===== config.mk =====
export PLATFORM = sky130hd
export DESIGN_NAME = rect_outline_window_splitter
export DESIGN_NICKNAME = d
export VERILOG_FILES = /design/src/hdl/rows_pkg.sv /design/src/hdl/rows_front.sv /design/src/hdl/rows_queue.sv /design/src/hdl/rows_back.sv /design/src/hdl/rect_outline_window_splitter.sv
export SDC_FILE = /design/constraint.sdc
export NUM_CORES = 1
export LEC_CHECK = 0
export BUFFER_PORTS_ARGS = -buffer_cell sky130_fd_sc_hd__buf_2
export CAP_MARGIN = 20
export CORE_MARGIN = 2
export CORE_UTILIZATION = 45
export CTS_BUF_LIST = sky130_fd_sc_hd__clkbuf_8 sky130_fd_sc_hd__clkbuf_16
export DETAILED_ROUTE_END_ITERATION = 16
export SYNTH_ARGS = -nofsm -noshare
export SYNTH_HDL_FRONTEND = slang
export SYNTH_SLANG_ARGS = --single-unit

===== constraint.sdc =====
create_clock -name aclk -period 10.5 [get_ports aclk]
set_input_delay 1.05 -clock aclk [delete_from_list [all_inputs] [get_ports aclk]]
set_output_delay 1.05 -clock aclk [all_outputs]
set_load 0.05 [all_outputs]

===== src/hdl/rows_pkg.sv =====
// ============================================================================
// rows_pkg : shared types and constants for the rectangle outline splitter
// Payload structs, configuration register indexes, reset values and the
// queue entry passed from the classifier to the segment sequencer.
// ============================================================================
`default_nettype none

package rows_pkg;

    // Configuration port geometry
    localparam int CFG_IDX_W  = 2;
    localparam int CFG_DATA_W = 8;

    // Configuration register indexes
    localparam logic [CFG_IDX_W-1:0] CFG_IDX_PANEL_WIDTH   = 2'd0;
    localparam logic [CFG_IDX_W-1:0] CFG_IDX_PANEL_HEIGHT  = 2'd1;
    localparam logic [CFG_IDX_W-1:0] CFG_IDX_COLUMN_OFFSET = 2'd2;
    localparam logic [CFG_IDX_W-1:0] CFG_IDX_ROW_OFFSET    = 2'd3;

    // Configuration reset values
    localparam logic [7:0] PANEL_WIDTH_RST   = 8'd128;
    localparam logic [7:0] PANEL_HEIGHT_RST  = 8'd160;
    localparam logic [6:0] COLUMN_OFFSET_RST = 7'd0;
    localparam logic [6:0] ROW_OFFSET_RST    = 7'd0;

    // Default depth of the queue between front and back
    localparam int QUEUE_DEPTH = 4;

    // Input request
    typedef struct packed {
        logic [15:0] rect_x;
        logic [15:0] rect_y;
        logic [15:0] rect_width;
        logic [15:0] rect_height;
        logic [15:0] edge_thickness;
        logic [15:0] fill_color;
    } in_t;

    // Output segment
    typedef struct packed {
        logic [8:0]  win_col_start;
        logic [8:0]  win_row_start;
        logic [8:0]  win_col_end;
        logic [8:0]  win_row_end;
        logic [15:0] fill_pixels;
        logic [15:0] segment_color;
        logic        last_segment;
    } out_t;

    // Live configuration
    typedef struct packed {
        logic [7:0] panel_width;
        logic [7:0] panel_height;
        logic [6:0] column_offset;
        logic [6:0] row_offset;
    } cfg_t;

    // Classified, clipped request waiting for the sequencer
    typedef struct packed {
        logic [7:0]  x;
        logic [7:0]  y;
        logic [7:0]  w;
        logic [7:0]  h;
        logic [7:0]  eh;
        logic [7:0]  ew;
        logic        has_bottom;
        logic        has_sides;
        logic        has_right;
        logic [15:0] color;
    } entry_t;

    // Queue status toward the front and back
    typedef struct packed {
        logic empty;
        logic full;
    } q_status_t;

    // Segment being issued
    typedef enum logic [1:0] {
        SEG_TOP,
        SEG_BOTTOM,
        SEG_LEFT,
        SEG_RIGHT
    } seg_t;

endpackage

`default_nettype wire


===== src/hdl/rows_front.sv =====
// ============================================================================
// rows_front : request classifier
// Clips a request to the panel, clamps the thickness and decides which of
// the edge segments (top, bottom, left, right) exist. Requests that draw nothing are flagged.
// ============================================================================
`default_nettype none

module rows_front (
    input  wire rows_pkg::cfg_t   cfg,
    input  wire rows_pkg::in_t    req,
    output rows_pkg::entry_t      entry,
    output logic                  drawable
);

    logic        off_panel;
    logic [16:0] x_sum;
    logic [16:0] y_sum;
    logic [7:0]  wc;
    logic [7:0]  hc;
    logic [7:0]  eh;
    logic [7:0]  ew;
    logic [8:0]  two_eh;

    // Reject corners off the panel and empty requests
    always_comb begin
        off_panel = (req.rect_x >= {8'd0, cfg.panel_width}) ||
                    (req.rect_y >= {8'd0, cfg.panel_height});
        drawable  = !off_panel && (req.rect_width != 16'd0) &&
                    (req.rect_height != 16'd0) && (req.edge_thickness != 16'd0);
    end

    // Cut width and height at the panel edge
    always_comb begin
        x_sum = {1'b0, req.rect_x} + {1'b0, req.rect_width};
        y_sum = {1'b0, req.rect_y} + {1'b0, req.rect_height};
        if (x_sum > {9'd0, cfg.panel_width}) begin
            wc = cfg.panel_width - req.rect_x[7:0];
        end else begin
            wc = req.rect_width[7:0];
        end
        if (y_sum > {9'd0, cfg.panel_height}) begin
            hc = cfg.panel_height - req.rect_y[7:0];
        end else begin
            hc = req.rect_height[7:0];
        end
    end

    // Clamp thickness and pick the segments
    always_comb begin
        eh     = (req.edge_thickness < {8'd0, hc}) ? req.edge_thickness[7:0] : hc;
        ew     = (req.edge_thickness < {8'd0, wc}) ? req.edge_thickness[7:0] : wc;
        two_eh = {eh, 1'b0};

        entry.x          = req.rect_x[7:0];
        entry.y          = req.rect_y[7:0];
        entry.w          = wc;
        entry.h          = hc;
        entry.eh         = eh;
        entry.ew         = ew;
        entry.has_bottom = hc > eh;
        entry.has_sides  = {1'b0, hc} > two_eh;
        entry.has_right  = ({1'b0, hc} > two_eh) && (wc > ew);
        entry.color      = req.fill_color;
    end

endmodule

`default_nettype wire


===== src/hdl/rows_queue.sv =====
// ============================================================================
// rows_queue : short request queue
// Circular buffer of classified requests between classifier and sequencer.
// ============================================================================
`default_nettype none

module rows_queue #(
    parameter int DEPTH = rows_pkg::QUEUE_DEPTH
) (
    input  wire                    aclk,
    input  wire                    aresetn,
    input  wire                    push,
    input  wire rows_pkg::entry_t  push_data,
    input  wire                    pop,
    output rows_pkg::entry_t       head,
    output rows_pkg::q_status_t    status
);

    localparam int PTR_W = (DEPTH > 1) ? $clog2(DEPTH) : 1;
    localparam int CNT_W = $clog2(DEPTH + 1);

    rows_pkg::entry_t mem_reg [DEPTH];
    logic [PTR_W-1:0] wr_ptr_reg, wr_ptr_next;
    logic [PTR_W-1:0] rd_ptr_reg, rd_ptr_next;
    logic [CNT_W-1:0] count_reg, count_next;

    // Advance pointers and occupancy
    always_comb begin
        wr_ptr_next = wr_ptr_reg;
        rd_ptr_next = rd_ptr_reg;
        count_next  = count_reg;
        if (push) begin
            wr_ptr_next = (wr_ptr_reg == PTR_W'(DEPTH - 1)) ? '0 : wr_ptr_reg + 1'b1;
        end
        if (pop) begin
            rd_ptr_next = (rd_ptr_reg == PTR_W'(DEPTH - 1)) ? '0 : rd_ptr_reg + 1'b1;
        end
        if (push && !pop) begin
            count_next = count_reg + 1'b1;
        end else if (pop && !push) begin
            count_next = count_reg - 1'b1;
        end
    end

    always_ff @(posedge aclk) begin
        if (!aresetn) begin
            wr_ptr_reg <= '0;
            rd_ptr_reg <= '0;
            count_reg  <= '0;
        end else begin
            wr_ptr_reg <= wr_ptr_next;
            rd_ptr_reg <= rd_ptr_next;
            count_reg  <= count_next;
        end
    end

    // Store entries
    always_ff @(posedge aclk) begin
        if (push) begin
            mem_reg[wr_ptr_reg] <= push_data;
        end
    end

    always_comb begin
        head         = mem_reg[rd_ptr_reg];
        status.empty = (count_reg == '0);
        status.full  = (count_reg == CNT_W'(DEPTH));
    end

endmodule

`default_nettype wire


===== src/hdl/rows_back.sv =====
// ============================================================================
// rows_back : segment sequencer
// Walks the head request through its segments, one per cycle while m_ready is
// high; builds the offset window and pixel count; output register holds each.
// ============================================================================
`default_nettype none

module rows_back (
    input  wire                      aclk,
    input  wire                      aresetn,
    input  wire rows_pkg::cfg_t      cfg,
    input  wire rows_pkg::entry_t    head,
    input  wire rows_pkg::q_status_t q_status,
    output logic                     pop,
    output logic                     m_valid,
    input  wire                      m_ready,
    output rows_pkg::out_t           m_data
);

    rows_pkg::seg_t seg_reg, seg_next;
    logic           valid_reg, valid_next;
    rows_pkg::out_t data_reg, data_next;

    logic       load;
    logic       seg_last;
    logic [7:0] c0;
    logic [7:0] r0;
    logic [7:0] cols;
    logic [7:0] rows;
    logic [8:0] vh;

    // Pick the geometry of the current segment
    always_comb begin
        vh   = {1'b0, head.h} - {head.eh, 1'b0};
        c0   = head.x;
        r0   = head.y;
        cols = head.w;
        rows = head.eh;
        seg_last = 1'b1;
        case (seg_reg)
            rows_pkg::SEG_TOP: begin
                seg_last = !head.has_bottom;
            end
            rows_pkg::SEG_BOTTOM: begin
                r0       = head.y + head.h - head.eh;
                seg_last = !head.has_sides;
            end
            rows_pkg::SEG_LEFT: begin
                r0       = head.y + head.eh;
                cols     = head.ew;
                rows     = vh[7:0];
                seg_last = !head.has_right;
            end
            rows_pkg::SEG_RIGHT: begin
                c0       = head.x + head.w - head.ew;
                r0       = head.y + head.eh;
                cols     = head.ew;
                rows     = vh[7:0];
                seg_last = 1'b1;
            end
            default: begin
                seg_last = 1'b1;
            end
        endcase
    end

    // Build the segment window and count
    always_comb begin
        data_next.win_col_start = {1'b0, c0} + {2'b00, cfg.column_offset};
        data_next.win_row_start = {1'b0, r0} + {2'b00, cfg.row_offset};
        data_next.win_col_end   = {1'b0, c0} + {1'b0, cols} - 9'd1
                                  + {2'b00, cfg.column_offset};
        data_next.win_row_end   = {1'b0, r0} + {1'b0, rows} - 9'd1
                                  + {2'b00, cfg.row_offset};
        data_next.fill_pixels   = {8'd0, cols} * {8'd0, rows};
        data_next.segment_color = head.color;
        data_next.last_segment  = seg_last;
    end

    // Issue when a segment waits and the output register frees up
    always_comb begin
        load       = !q_status.empty && (!valid_reg || m_ready);
        pop        = load && seg_last;
        valid_next = load ? 1'b1 : (m_ready ? 1'b0 : valid_reg);
        seg_next   = seg_reg;
        if (load) begin
            if (seg_last) begin
                seg_next = rows_pkg::SEG_TOP;
            end else begin
                case (seg_reg)
                    rows_pkg::SEG_TOP:    seg_next = rows_pkg::SEG_BOTTOM;
                    rows_pkg::SEG_BOTTOM: seg_next = rows_pkg::SEG_LEFT;
                    rows_pkg::SEG_LEFT:   seg_next = rows_pkg::SEG_RIGHT;
                    default:              seg_next = rows_pkg::SEG_TOP;
                endcase
            end
        end
    end

    always_ff @(posedge aclk) begin
        if (!aresetn) begin
            seg_reg   <= rows_pkg::SEG_TOP;
            valid_reg <= 1'b0;
        end else begin
            seg_reg   <= seg_next;
            valid_reg <= valid_next;
        end
    end

    // Hold the segment until its transfer
    always_ff @(posedge aclk) begin
        if (load) begin
            data_reg <= data_next;
        end
    end

    assign m_valid = valid_reg;
    assign m_data  = data_reg;

endmodule

`default_nettype wire


===== src/hdl/rect_outline_window_splitter.sv =====
// ============================================================================
// rect_outline_window_splitter : clipped rectangle outline to fill windows
// Top level: configuration registers, classifier, request queue and
// segment sequencer.
// ============================================================================
// Each accepted request is clipped to the panel and turned into one to four
// fill windows (top, bottom, left, right), each with its pixel count, colour
// and a last flag; requests that draw nothing give no transfer. The front
// takes one request per cycle while the queue has room; the back issues one
// segment per cycle while m_ready is high and works through the segments of
// one request before the next, so that sequencer sets the sustained rate.
// The first segment passes through the queue and then the output register
// before it is presented. Configuration is written through cfg_wr_en /
// cfg_index / cfg_wdata; write it only while no request is in flight, since
// the sequencer reads the offsets at issue time.
// ============================================================================
`default_nettype none

module rect_outline_window_splitter #(
    parameter int QUEUE_DEPTH = rows_pkg::QUEUE_DEPTH
) (
    input  wire                               aclk,
    input  wire                               aresetn,
    input  wire                               cfg_wr_en,
    input  wire [rows_pkg::CFG_IDX_W-1:0]     cfg_index,
    input  wire [rows_pkg::CFG_DATA_W-1:0]    cfg_wdata,
    input  wire                               s_valid,
    output logic                              s_ready,
    input  wire rows_pkg::in_t                s_data,
    output logic                              m_valid,
    input  wire                               m_ready,
    output rows_pkg::out_t                    m_data
);

    rows_pkg::cfg_t      cfg_reg, cfg_next;
    rows_pkg::entry_t    front_entry;
    rows_pkg::entry_t    q_head;
    rows_pkg::q_status_t q_status;
    logic                drawable;
    logic                push;
    logic                pop;

    // Decode configuration writes
    always_comb begin
        cfg_next = cfg_reg;
        if (cfg_wr_en) begin
            case (cfg_index)
                rows_pkg::CFG_IDX_PANEL_WIDTH:   cfg_next.panel_width   = cfg_wdata;
                rows_pkg::CFG_IDX_PANEL_HEIGHT:  cfg_next.panel_height  = cfg_wdata;
                rows_pkg::CFG_IDX_COLUMN_OFFSET: cfg_next.column_offset = cfg_wdata[6:0];
                rows_pkg::CFG_IDX_ROW_OFFSET:    cfg_next.row_offset    = cfg_wdata[6:0];
                default:                         cfg_next = cfg_reg;
            endcase
        end
    end

    always_ff @(posedge aclk) begin
        if (!aresetn) begin
            cfg_reg.panel_width   <= rows_pkg::PANEL_WIDTH_RST;
            cfg_reg.panel_height  <= rows_pkg::PANEL_HEIGHT_RST;
            cfg_reg.column_offset <= rows_pkg::COLUMN_OFFSET_RST;
            cfg_reg.row_offset    <= rows_pkg::ROW_OFFSET_RST;
        end else begin
            cfg_reg <= cfg_next;
        end
    end

    // Classify and enqueue drawable requests
    rows_front u_front (
        .cfg      (cfg_reg),
        .req      (s_data),
        .entry    (front_entry),
        .drawable (drawable)
    );

    assign s_ready = !q_status.full;
    assign push    = s_valid && s_ready && drawable;

    rows_queue #(
        .DEPTH (QUEUE_DEPTH)
    ) u_queue (
        .aclk      (aclk),
        .aresetn   (aresetn),
        .push      (push),
        .push_data (front_entry),
        .pop       (pop),
        .head      (q_head),
        .status    (q_status)
    );

    rows_back u_back (
        .aclk     (aclk),
        .aresetn  (aresetn),
        .cfg      (cfg_reg),
        .head     (q_head),
        .q_status (q_status),
        .pop      (pop),
        .m_valid  (m_valid),
        .m_ready  (m_ready),
        .m_data   (m_data)
    );

`ifndef ASSERT_OFF
    // Output register is empty right after reset
    a_reset_idle: assert property (@(posedge aclk)
        $past(!aresetn) |-> !m_valid)
        else $error("segment valid right after reset");

    // The sequencer retires only requests that are queued
    a_pop_nonempty: assert property (@(posedge aclk) disable iff (!aresetn)
        pop |-> !q_status.empty)
        else $error("queue popped while empty");

    // Every issued segment covers at least one pixel
    a_nonzero_count: assert property (@(posedge aclk) disable iff (!aresetn)
        m_valid |-> (m_data.fill_pixels != 16'd0))
        else $error("segment with zero pixels");

    // Windows never wrap: end lies at or after start
    a_window_order: assert property (@(posedge aclk) disable iff (!aresetn)
        m_valid |-> (m_data.win_col_end >= m_data.win_col_start) &&
                    (m_data.win_row_end >= m_data.win_row_start))
        else $error("segment window end before start");
`endif

endmodule

`default_nettype wire

# Yosys cells after proc, flatten, opt, wreduce, memory -nomap -nowiden
# Memories as Yosys holds them, arrays and structs flattened. A register that Yosys moved wholly into a read port is not among the register bits.
# Index checks and enable logic that the tools add are counted.
# op_classes
n_addsub	22
mul	1
div	0
order_cmp	9
n_eq_ne	9
shift	0
muxes	21
n_bitwise	0
reduce_logical	34
# ops
op	count
2-to-1 mux 8 bit	7
nonzero test 16 bit	3
subtractor 8 bit	5
adder 16 x 16 -> 17 bit	2
greater-than comparator 17 x 8 -> 1 bit	2
>= comparator 16 x 8 -> 1 bit	2
< comparator 16 x 8 -> 1 bit	2
adder 8 bit	3
adder 8 x 7 -> 9 bit	2
adder 8 x 8 -> 9 bit	2
adder 9 x 7 -> 9 bit	2
subtractor 9 x 1 -> 9 bit (second input constant)	2
greater-than comparator 8 bit	2
multiplier 8 x 8 -> 16 bit	1
case mux 8 bit (2 select lines)	1
equality test 2 bit (second input constant)	6
logical AND 1 bit	10
2-to-1 mux 2 bit	5
greater-than comparator 8 x 9 -> 1 bit	1
logical NOT 1 bit	9
AND reduction 2 bit	4
2-to-1 mux 3 bit	2
case mux 2 bit (3 select lines)	1
adder 2 x 1 -> 2 bit (second input constant)	2
other kinds (11)	18
# word_totals
reg_bits	109
latchBits	0
mem_bits_rw	268
romBits	0
wordCells	113
memories	1
# mem_list
memory	depth	word_bits	rd	rd_ports_with_merged_regs	wr	line_no	text
u_queue.mem_reg	4	67	1	1	1	rows_queue.sv:22	rows_pkg::entry_t mem_reg [DEPTH];

# Longest topological paths before layout
# Gate-level depths: netlist of the first run.
# logic_depth
word_depth	11
depth_mapped	41

# By module
# A second synthesis of the first run with hierarchy kept.
# unflattened
cells_unflattened	2022
area_unflattened_um2	24260.8
# by_module_without_submodules
module	n_inst	cells_each	area_per_inst_um2	seq_area_each_um2
rows_queue	1	394	10159.7	8227.9
rows_back	1	846	8192.9	2132.0
rows_front	1	670	4769.6	0.0
rect_outline_window_splitter	1	112	1138.6	600.6

# Worst setup path before layout of the first run
# OpenSTA, ideal clock, no wires.
# synth_timing
path_kind	register to register
start	register (tool-made name)
end	register u_back.data_reg, in the netlist u_back.m_data[32] (data pin)
setup_time_ns	0.260
t_arrival_ns	8.382
setup_slack_ns	1.858
path_stages_with_launch	34
n_path_buf	5
synth_period_minus_slack_ns	8.642
cell_sequence	dfxtp_1 > buf_2 > buf_2 > buf_2 > clkbuf_1 > clkbuf_1 > mux4_2 > inv_1 > ha_1 > inv_1 > fa_1 > a21o_1 > a21oi_1 > o21bai_1 > a21oi_1 > xnor2_1 > mux2i_1 > or2_2 > fa_1 > fa_1 > fa_1 > inv_1 > fa_1 > ha_1 > a21boi_0 > o21ai_0 > a21boi_0 > o21ai_0 > a21boi_0 > o21a_1 > o21ai_0 > nand2b_1 > a21oi_1 > xnor2_1
# synth_lines
item	line_no	text
to (signal assigned)	rows_back.sv:113	data_reg <= data_next;
to (decl)	rows_back.sv:22	rows_pkg::out_t data_reg, data_next;

==> flow_metrics.env, run 1 <==
export IMPL_status="finished, final reports clean"
export IMPL_multi_input_area_um2=11500
export IMPL_worstReg2RegEnd="u_back.m_data[32]"
export IMPL_drive_gt1_share_pct=16.95
export IMPL_place_congestion=0.8894
export IMPL_reg2reg_slack_ns=2.60
export IMPL_yosys_warnings=0
export IMPL_yosysSeqAreaShare_pct=46.35
export IMPL_grt_pass1_vias=15740
export IMPL_drtIter0Drc=1078
export IMPL_finalHoldViolations=0
export IMPL_seqPwrFrac_pct=27.9
export IMPL_portBuffers=181
export IMPL_cts_tree="done"
export IMPL_vdd_drop_max_uv=167.2
export IMPL_min_period_ns=9.077
export IMPL_clockRootBuffer="clkbuf_16"
export IMPL_fin_skew_ns=0.03024
export IMPL_io_pins=182
export IMPL_critPathSlowestCell="a21oi_1"
export IMPL_cts_hold_buf=0
export IMPL_via_count=15630
export IMPL_die_h_um=233.2
export IMPL_synth_main_ff_cell="edfxtp_1"
export IMPL_largest_reg_flops=268
export IMPL_ys_async_sr_fraction_pct=0
export IMPL_finalCritPeriodShare_pct=86.45
export IMPL_wirelength_um=57590
export IMPL_hpwl_um=42560
export IMPL_required_ns=10.77
export IMPL_ant_nets=0
export IMPL_power_share_clock_pct=20.2
export IMPL_clk_path_buf_depth=3
export IMPL_hp_class="flop to flop"
export IMPL_cts_setup_buffers=0
export IMPL_dieArea_um2=54400
export IMPL_synth_edf_count=337
export IMPL_grt_antenna_before_repair=5
export IMPL_syn_area_per_cell_um2=11.99
export IMPL_pre_cts_slack_ns=1.022
export IMPL_rsz0062_at_grt="no"
export IMPL_critPathLaunchType="primary input"
export IMPL_register_area_um2=10970
export IMPL_synth_area_leaders="edfxtp_1 43%, ha_1 12%, fa_1 6.2%, mux4_2 5.9%, inv_1 4.4%"
export IMPL_overflow=0
export IMPL_cp_max_fo=18
export IMPL_dieWidth_um=233.2
export IMPL_slew_viol_final=0
export IMPL_slowest_delay_ns=0.55
export IMPL_initial_core_util_pct=45.27
export IMPL_relSlewSlack_pct=30.70
export IMPL_core_um2=52240
export IMPL_grt_pass1_wl_um=89440
export IMPL_htreeDepth=2
export IMPL_vias_per_cell=5.383
export IMPL_synth_area_um2=23650
export IMPL_placementRows=84
export IMPL_worstSetupPathType="primary input to flop"
export IMPL_cts_buffers_inserted=44
export IMPL_tightest_slew_ns=1.031
export IMPL_fillerInstances=4604
export IMPL_power_density_nw_per_um2=281.1
export IMPL_finalSetupViolations=0
export IMPL_synth_cell_type_count=72
export IMPL_fin_setup_tns_ns=0
export IMPL_comb_power_share_pct=51.8
export IMPL_r2r_cells=29
export IMPL_wire_per_inst_um=19.84
export IMPL_grt_start_max_net_pins=60
export IMPL_hold_depth=2
export IMPL_syn_inst=1973
export IMPL_area_delta_synth_final_pct=13.78
export IMPL_grt_use_total_pct=21.69
export IMPL_p_sw_w=0.003089
export IMPL_finalWorstSetupSlack_ns=1.423
export IMPL_drv_cap=0
export IMPL_drtPass1Iterations=5
export IMPL_final_nets=2589
export IMPL_synth_seq_cells=379
export IMPL_worstHoldStart="u_queue.rd_ptr_reg[0]"
export IMPL_clock_latency_ns=0.59
export IMPL_cts_sinks=379
export IMPL_cts_resized_gates=0
export IMPL_swShare_pct=40.85
export IMPL_cp_data_arrival_time_ns=9.35
export IMPL_leakage_nw=11.11
export IMPL_power_internal_w=0.004473
export IMPL_synth_top_area_share_pct=42.79
export IMPL_path_clk_slew_ns=0.06
export IMPL_fmax_mhz=110.2
export IMPL_synth_top_area_cell="edfxtp_1"
export IMPL_cp_end_kind="flop"
export IMPL_post_route_drc_count=0
export IMPL_syn_num_nets=2385
how the worst max path moves through the flow:
stage	start	endpoint	slack, ns	depth (start not counted)
after floorplan	flop	u_back.m_data[32]	1.86	33
after global placement	s_data[64]	u_queue.mem_reg[0][17]	1.35	37
after detailed placement	s_data[64]	u_queue.mem_reg[0][17]	1.02	37
after CTS	s_data[64]	u_queue.mem_reg[0][17]	1.64	37
after global routing	s_data[64]	u_queue.mem_reg[2][17]	0.62	36
final	s_data[64]	u_queue.mem_reg[2][17]	1.42	37
critical path, delay by kind of cell:
family,cells,cell delay [ns]
simple gates,13,2.60
fa+ha+maj,5,1.56
compound gates,14,3.51
xor+xnor,1,0.13
buf+inv,4,0.48
per-layer routing:
layer,vias up,share of wire (%),track usage [%]
li1,7488,-,-
met1,7631,46,30.35
met3,77,5.8,3.418
met5,-,0.054,0
met4,4,2.5,5.832
met2,427,46,35.15
cells in the mapped netlist, types with 20 or more instances:
master / number
mux4_2: 62
nand2b_1: 28
inv_1: 277
nand2_1: 77
fa_1: 73
dfxtp_1: 42
o21ai_0: 60
clkbuf_1: 29
xor2_1: 24
ha_1: 228
xnor2_1: 76
mux2i_1: 43
nor2_1: 121
a21oi_1: 129
edfxtp_1: 337
nor2b_1: 46
a21o_1: 48
nor3_1: 20
o21bai_1: 23
per-stage QoR:
| step | area (um2) | utilization [%] | hold WS (ns) | std cells | total power (W) |
|---|---|---|---|---|---|
| 2_1_floorplan | 23650 | - | 0.4740 | 1973 | 0.005201 |
| 3_3_place_gp | 25410 | 48.65 | 0.4864 | 2817 | 0.006047 |
| 3_5_place_dp | 25410 | 48.65 | 0.5004 | 2817 | 0.006102 |
| 4_1_cts | 26880 | 51.47 | 0.5059 | 2899 | 0.007672 |
| 5_1_grt | 26900 | 51.50 | 0.5363 | 2901 | 0.008207 |
| 6_report | 26910 | 51.51 | 0.5030 | 2903 | 0.007563 |
power groups by stage:
stage          clock (W)  combinational, W  sequential [W]
4_1_cts          0.00157           0.00398         0.00212
3_3_place_gp           0           0.00390         0.00215
3_5_place_dp           0           0.00395         0.00215
6_report         0.00153           0.00392         0.00211
5_1_grt          0.00163           0.00444         0.00213
2_1_floorplan          0           0.00255         0.00265
area by class of cell:
cell class / count / share of cell area, %
inverters: 278 / 3.878
multi-input cells: 1273 / 42.75
clock inverters: 37 / 1.321
well taps: 688 / 3.199
clock buffers: 45 / 4.143
repair buffers: 201 / 3.939
diodes: 2 / 0.01860
flip-flops and latches: 379 / 40.75
cells by family (layout without fill, tap and decap cells):
| kind of cell | Yosys count | count (layout) | share of synthesized area [%] |
|---|---|---|---|
| compound gates | 360 | 360 | 9.730 |
| simple gates | 392 | 392 | 8.322 |
| mux | 119 | 119 | 8.486 |
| fa+ha+maj | 302 | 302 | 18.28 |
| flops | 379 | 379 | 46.35 |
| other cells | 0 | 2 | 0 |
| buf+inv | 321 | 561 | 5.127 |
| xor+xnor | 100 | 100 | 3.704 |
layout by cell type (no fill, tap or decap), drive strengths merged, types with 21 or more instances in the layout:
master | netlist | layout
a21o | 48 | 48
a21oi | 129 | 129
buf | 14 | 201
clkbuf | 29 | 45
dfxtp | 42 | 42
edfxtp | 337 | 337
fa | 73 | 73
ha | 228 | 228
inv | 277 | 294
mux2i | 45 | 45
mux4 | 62 | 62
nand2 | 78 | 78
nand2b | 28 | 28
nor2 | 121 | 121
nor2b | 47 | 47
nor3 | 21 | 21
o21ai | 65 | 65
o21bai | 23 | 23
xnor2 | 76 | 76
xor2 | 24 | 24
(Power assumes the default switching activity.)
==> run 2: changes to the inputs <==
--- a/config.mk
+++ b/config.mk
@@ -11,6 +11,8 @@
 export CORE_UTILIZATION = 45
 export CTS_BUF_LIST = sky130_fd_sc_hd__clkbuf_8 sky130_fd_sc_hd__clkbuf_16
 export DETAILED_ROUTE_END_ITERATION = 16
+export PLACE_DENSITY = 0.65
+export SLEW_MARGIN = 5
 export SYNTH_ARGS = -nofsm -noshare
 export SYNTH_HDL_FRONTEND = slang
 export SYNTH_SLANG_ARGS = --single-unit
==> constraint.sdc (replaced) <==
create_clock -name aclk -period 8.3 [get_ports aclk]
set_input_delay 0.83 -clock aclk [delete_from_list [all_inputs] [get_ports aclk]]
set_output_delay 0.83 -clock aclk [all_outputs]
set_load 0.05 [all_outputs]
==> run 2 against run 1 <==
  * Die area is the same
  * Clock skew shrank 0.0038 ns
  * Cell area grew 0.64%
  * Clock power grew 27%
  * Via count grew 0.92%
  * Final cell count grew 0.59%
  * Worst setup slack lost 0.85 ns
  * Worst hold slack lost 0.040 ns
  * Routed wire length shrank 0.19%
  * Sequential power grew 27%
  * Largest power group unchanged
==> flow_metrics.env, run 2 (synthesis gave the netlist of run 1 again) <==
export IMPL_status="finished, final reports clean"
export IMPL_slowest_delay_ns=0.54
export IMPL_worstHoldStart="s_data[3]"
export IMPL_htreeDepth=2
export IMPL_critPathLaunchType="primary input"
export IMPL_core_um2=52240
export IMPL_path_clk_slew_ns=0.06
export IMPL_required_ns=8.60
export IMPL_overflow=0
export IMPL_slew_viol_final=0
export IMPL_die_h_um=233.2
export IMPL_dieWidth_um=233.2
export IMPL_cts_hold_buf=0
export IMPL_grt_pass1_vias=16080
export IMPL_diodes=0
export IMPL_vdd_drop_max_uv=270.5
export IMPL_grt_start_max_net_pins=73
export IMPL_relSlewSlack_pct=30.35
export IMPL_cp_data_arrival_time_ns=8.03
export IMPL_final_cell_mix="337 x edfxtp_1, 282 x inv_1, 228 x ha_1, 181 x buf_2, 128 x a21oi_1"
export IMPL_fin_skew_ns=0.02644
export IMPL_finalWorstSetupSlack_ns=0.5715
export IMPL_finalSetupViolations=0
export IMPL_drv_cap=0
export IMPL_fmax_mhz=129.4
export IMPL_cts_setup_buffers=0
export IMPL_portBuffers=181
export IMPL_via_count=15770
export IMPL_cts_tree="done"
export IMPL_final_nets=2610
export IMPL_setup_worst_path_start="s_data[48]"
export IMPL_tightest_slew_ns=1.045
export IMPL_leakage_nw=11.20
export IMPL_place_congestion=0.9208
export IMPL_grt_use_total_pct=21.34
export IMPL_worstSetupPathType="primary input to flop"
export IMPL_grt_pass1_wl_um=88470
export IMPL_cp_end_kind="flop"
export IMPL_fin_setup_tns_ns=0
export IMPL_layout_commonest_cell="edfxtp_1"
export IMPL_hpwl_um=42570
export IMPL_pre_cts_slack_ns=-0.005563
export IMPL_min_period_ns=7.728
export IMPL_cts_resized_gates=0
export IMPL_layoutNonFillerInstCount=2920
export IMPL_clockRootBuffer="clkbuf_16"
export IMPL_ant_nets=0
export IMPL_critPathSlowestCell="a211oi_2"
export IMPL_cp_max_fo=8
export IMPL_placementRows=84
export IMPL_reg2reg_slack_ns=0.80
export IMPL_post_route_drc_count=0
export IMPL_clock_latency_ns=0.58
export IMPL_wirelength_um=57480
export IMPL_clk_path_buf_depth=3
export IMPL_power_density_nw_per_um2=354.4
export IMPL_finalHoldViolations=0
export IMPL_drtPass1Iterations=6
export IMPL_grt_antenna_before_repair=1
export IMPL_dieArea_um2=54400
export IMPL_drive_gt1_share_pct=18.41
export IMPL_area_delta_synth_final_pct=14.51
export IMPL_cts_sinks=379
export IMPL_io_pins=182
export IMPL_largest_reg_flops=268
export IMPL_drtIter0Drc=1015
export IMPL_finalCritPeriodShare_pct=93.11
export IMPL_initial_core_util_pct=45.27
export IMPL_dp_cells=2842
export IMPL_vias_per_cell=5.401
export IMPL_wire_per_inst_um=19.69
export IMPL_hp_class="primary input to flop"
export IMPL_cts_buffers_inserted=42
run 2: routing by layer:
| metal | vias to the layer above | track usage, % | wire length [um] |
|---|---|---|---|
| met3 | 95 | 3.418 | 3429 |
| met5 | - | 0 | 0 |
| met4 | 0 | 7.245 | 1848 |
| met1 | 7668 | 28.29 | 25280 |
| met2 | 491 | 35.65 | 26920 |
| li1 | 7517 | - | - |
run 2: layout make-up:
cell class	instances	area [um2]
well taps	688	860.8
multi-input cells	1273	11510
clock buffers	44	1079
clock inverters	34	392.9
repair buffers	224	1229
fillers	4514	25160
inverters	278	1044
flip-flops and latches	379	10970
run 2: per-stage QoR:
stage | hold WS (ns) | util, % | power, W | cell area, um2
after floorplan | 0.4740 | - | 0.006580 | 23650
after global placement | 0.4829 | 49.00 | 0.007649 | 25600
after detailed placement | 0.5156 | 49.00 | 0.007730 | 25600
after CTS | 0.4295 | 51.82 | 0.009718 | 27070
after global routing | 0.4419 | 51.84 | 0.01039 | 27080
final | 0.4629 | 51.84 | 0.009598 | 27080
run 2: final timing paths:
kind | end | depth (start not counted)
setup / recovery | u_queue.mem_reg[3][16] | 38
hold / removal | u_queue.mem_reg[1][3] | 1
setup reg to reg | u_back.m_data[32] | 28
hold reg to reg | u_queue.wr_ptr_reg[1] | 2
run 2: critical path: cells and delay by family:
family,cells,cell delay (ns)
fa+ha+maj,5,1.28
compound gates,12,2.76
xor+xnor,1,0.12
buf+inv,5,0.46
simple gates,13,1.95
mux,2,0.62
run 2: power breakdown:
part,internal [W],total (W),switching (W)
Sequential,0.00259,0.00267,0.0000803
Clock,0.00115,0.00195,0.000799
Combinational,0.00195,0.00498,0.00303
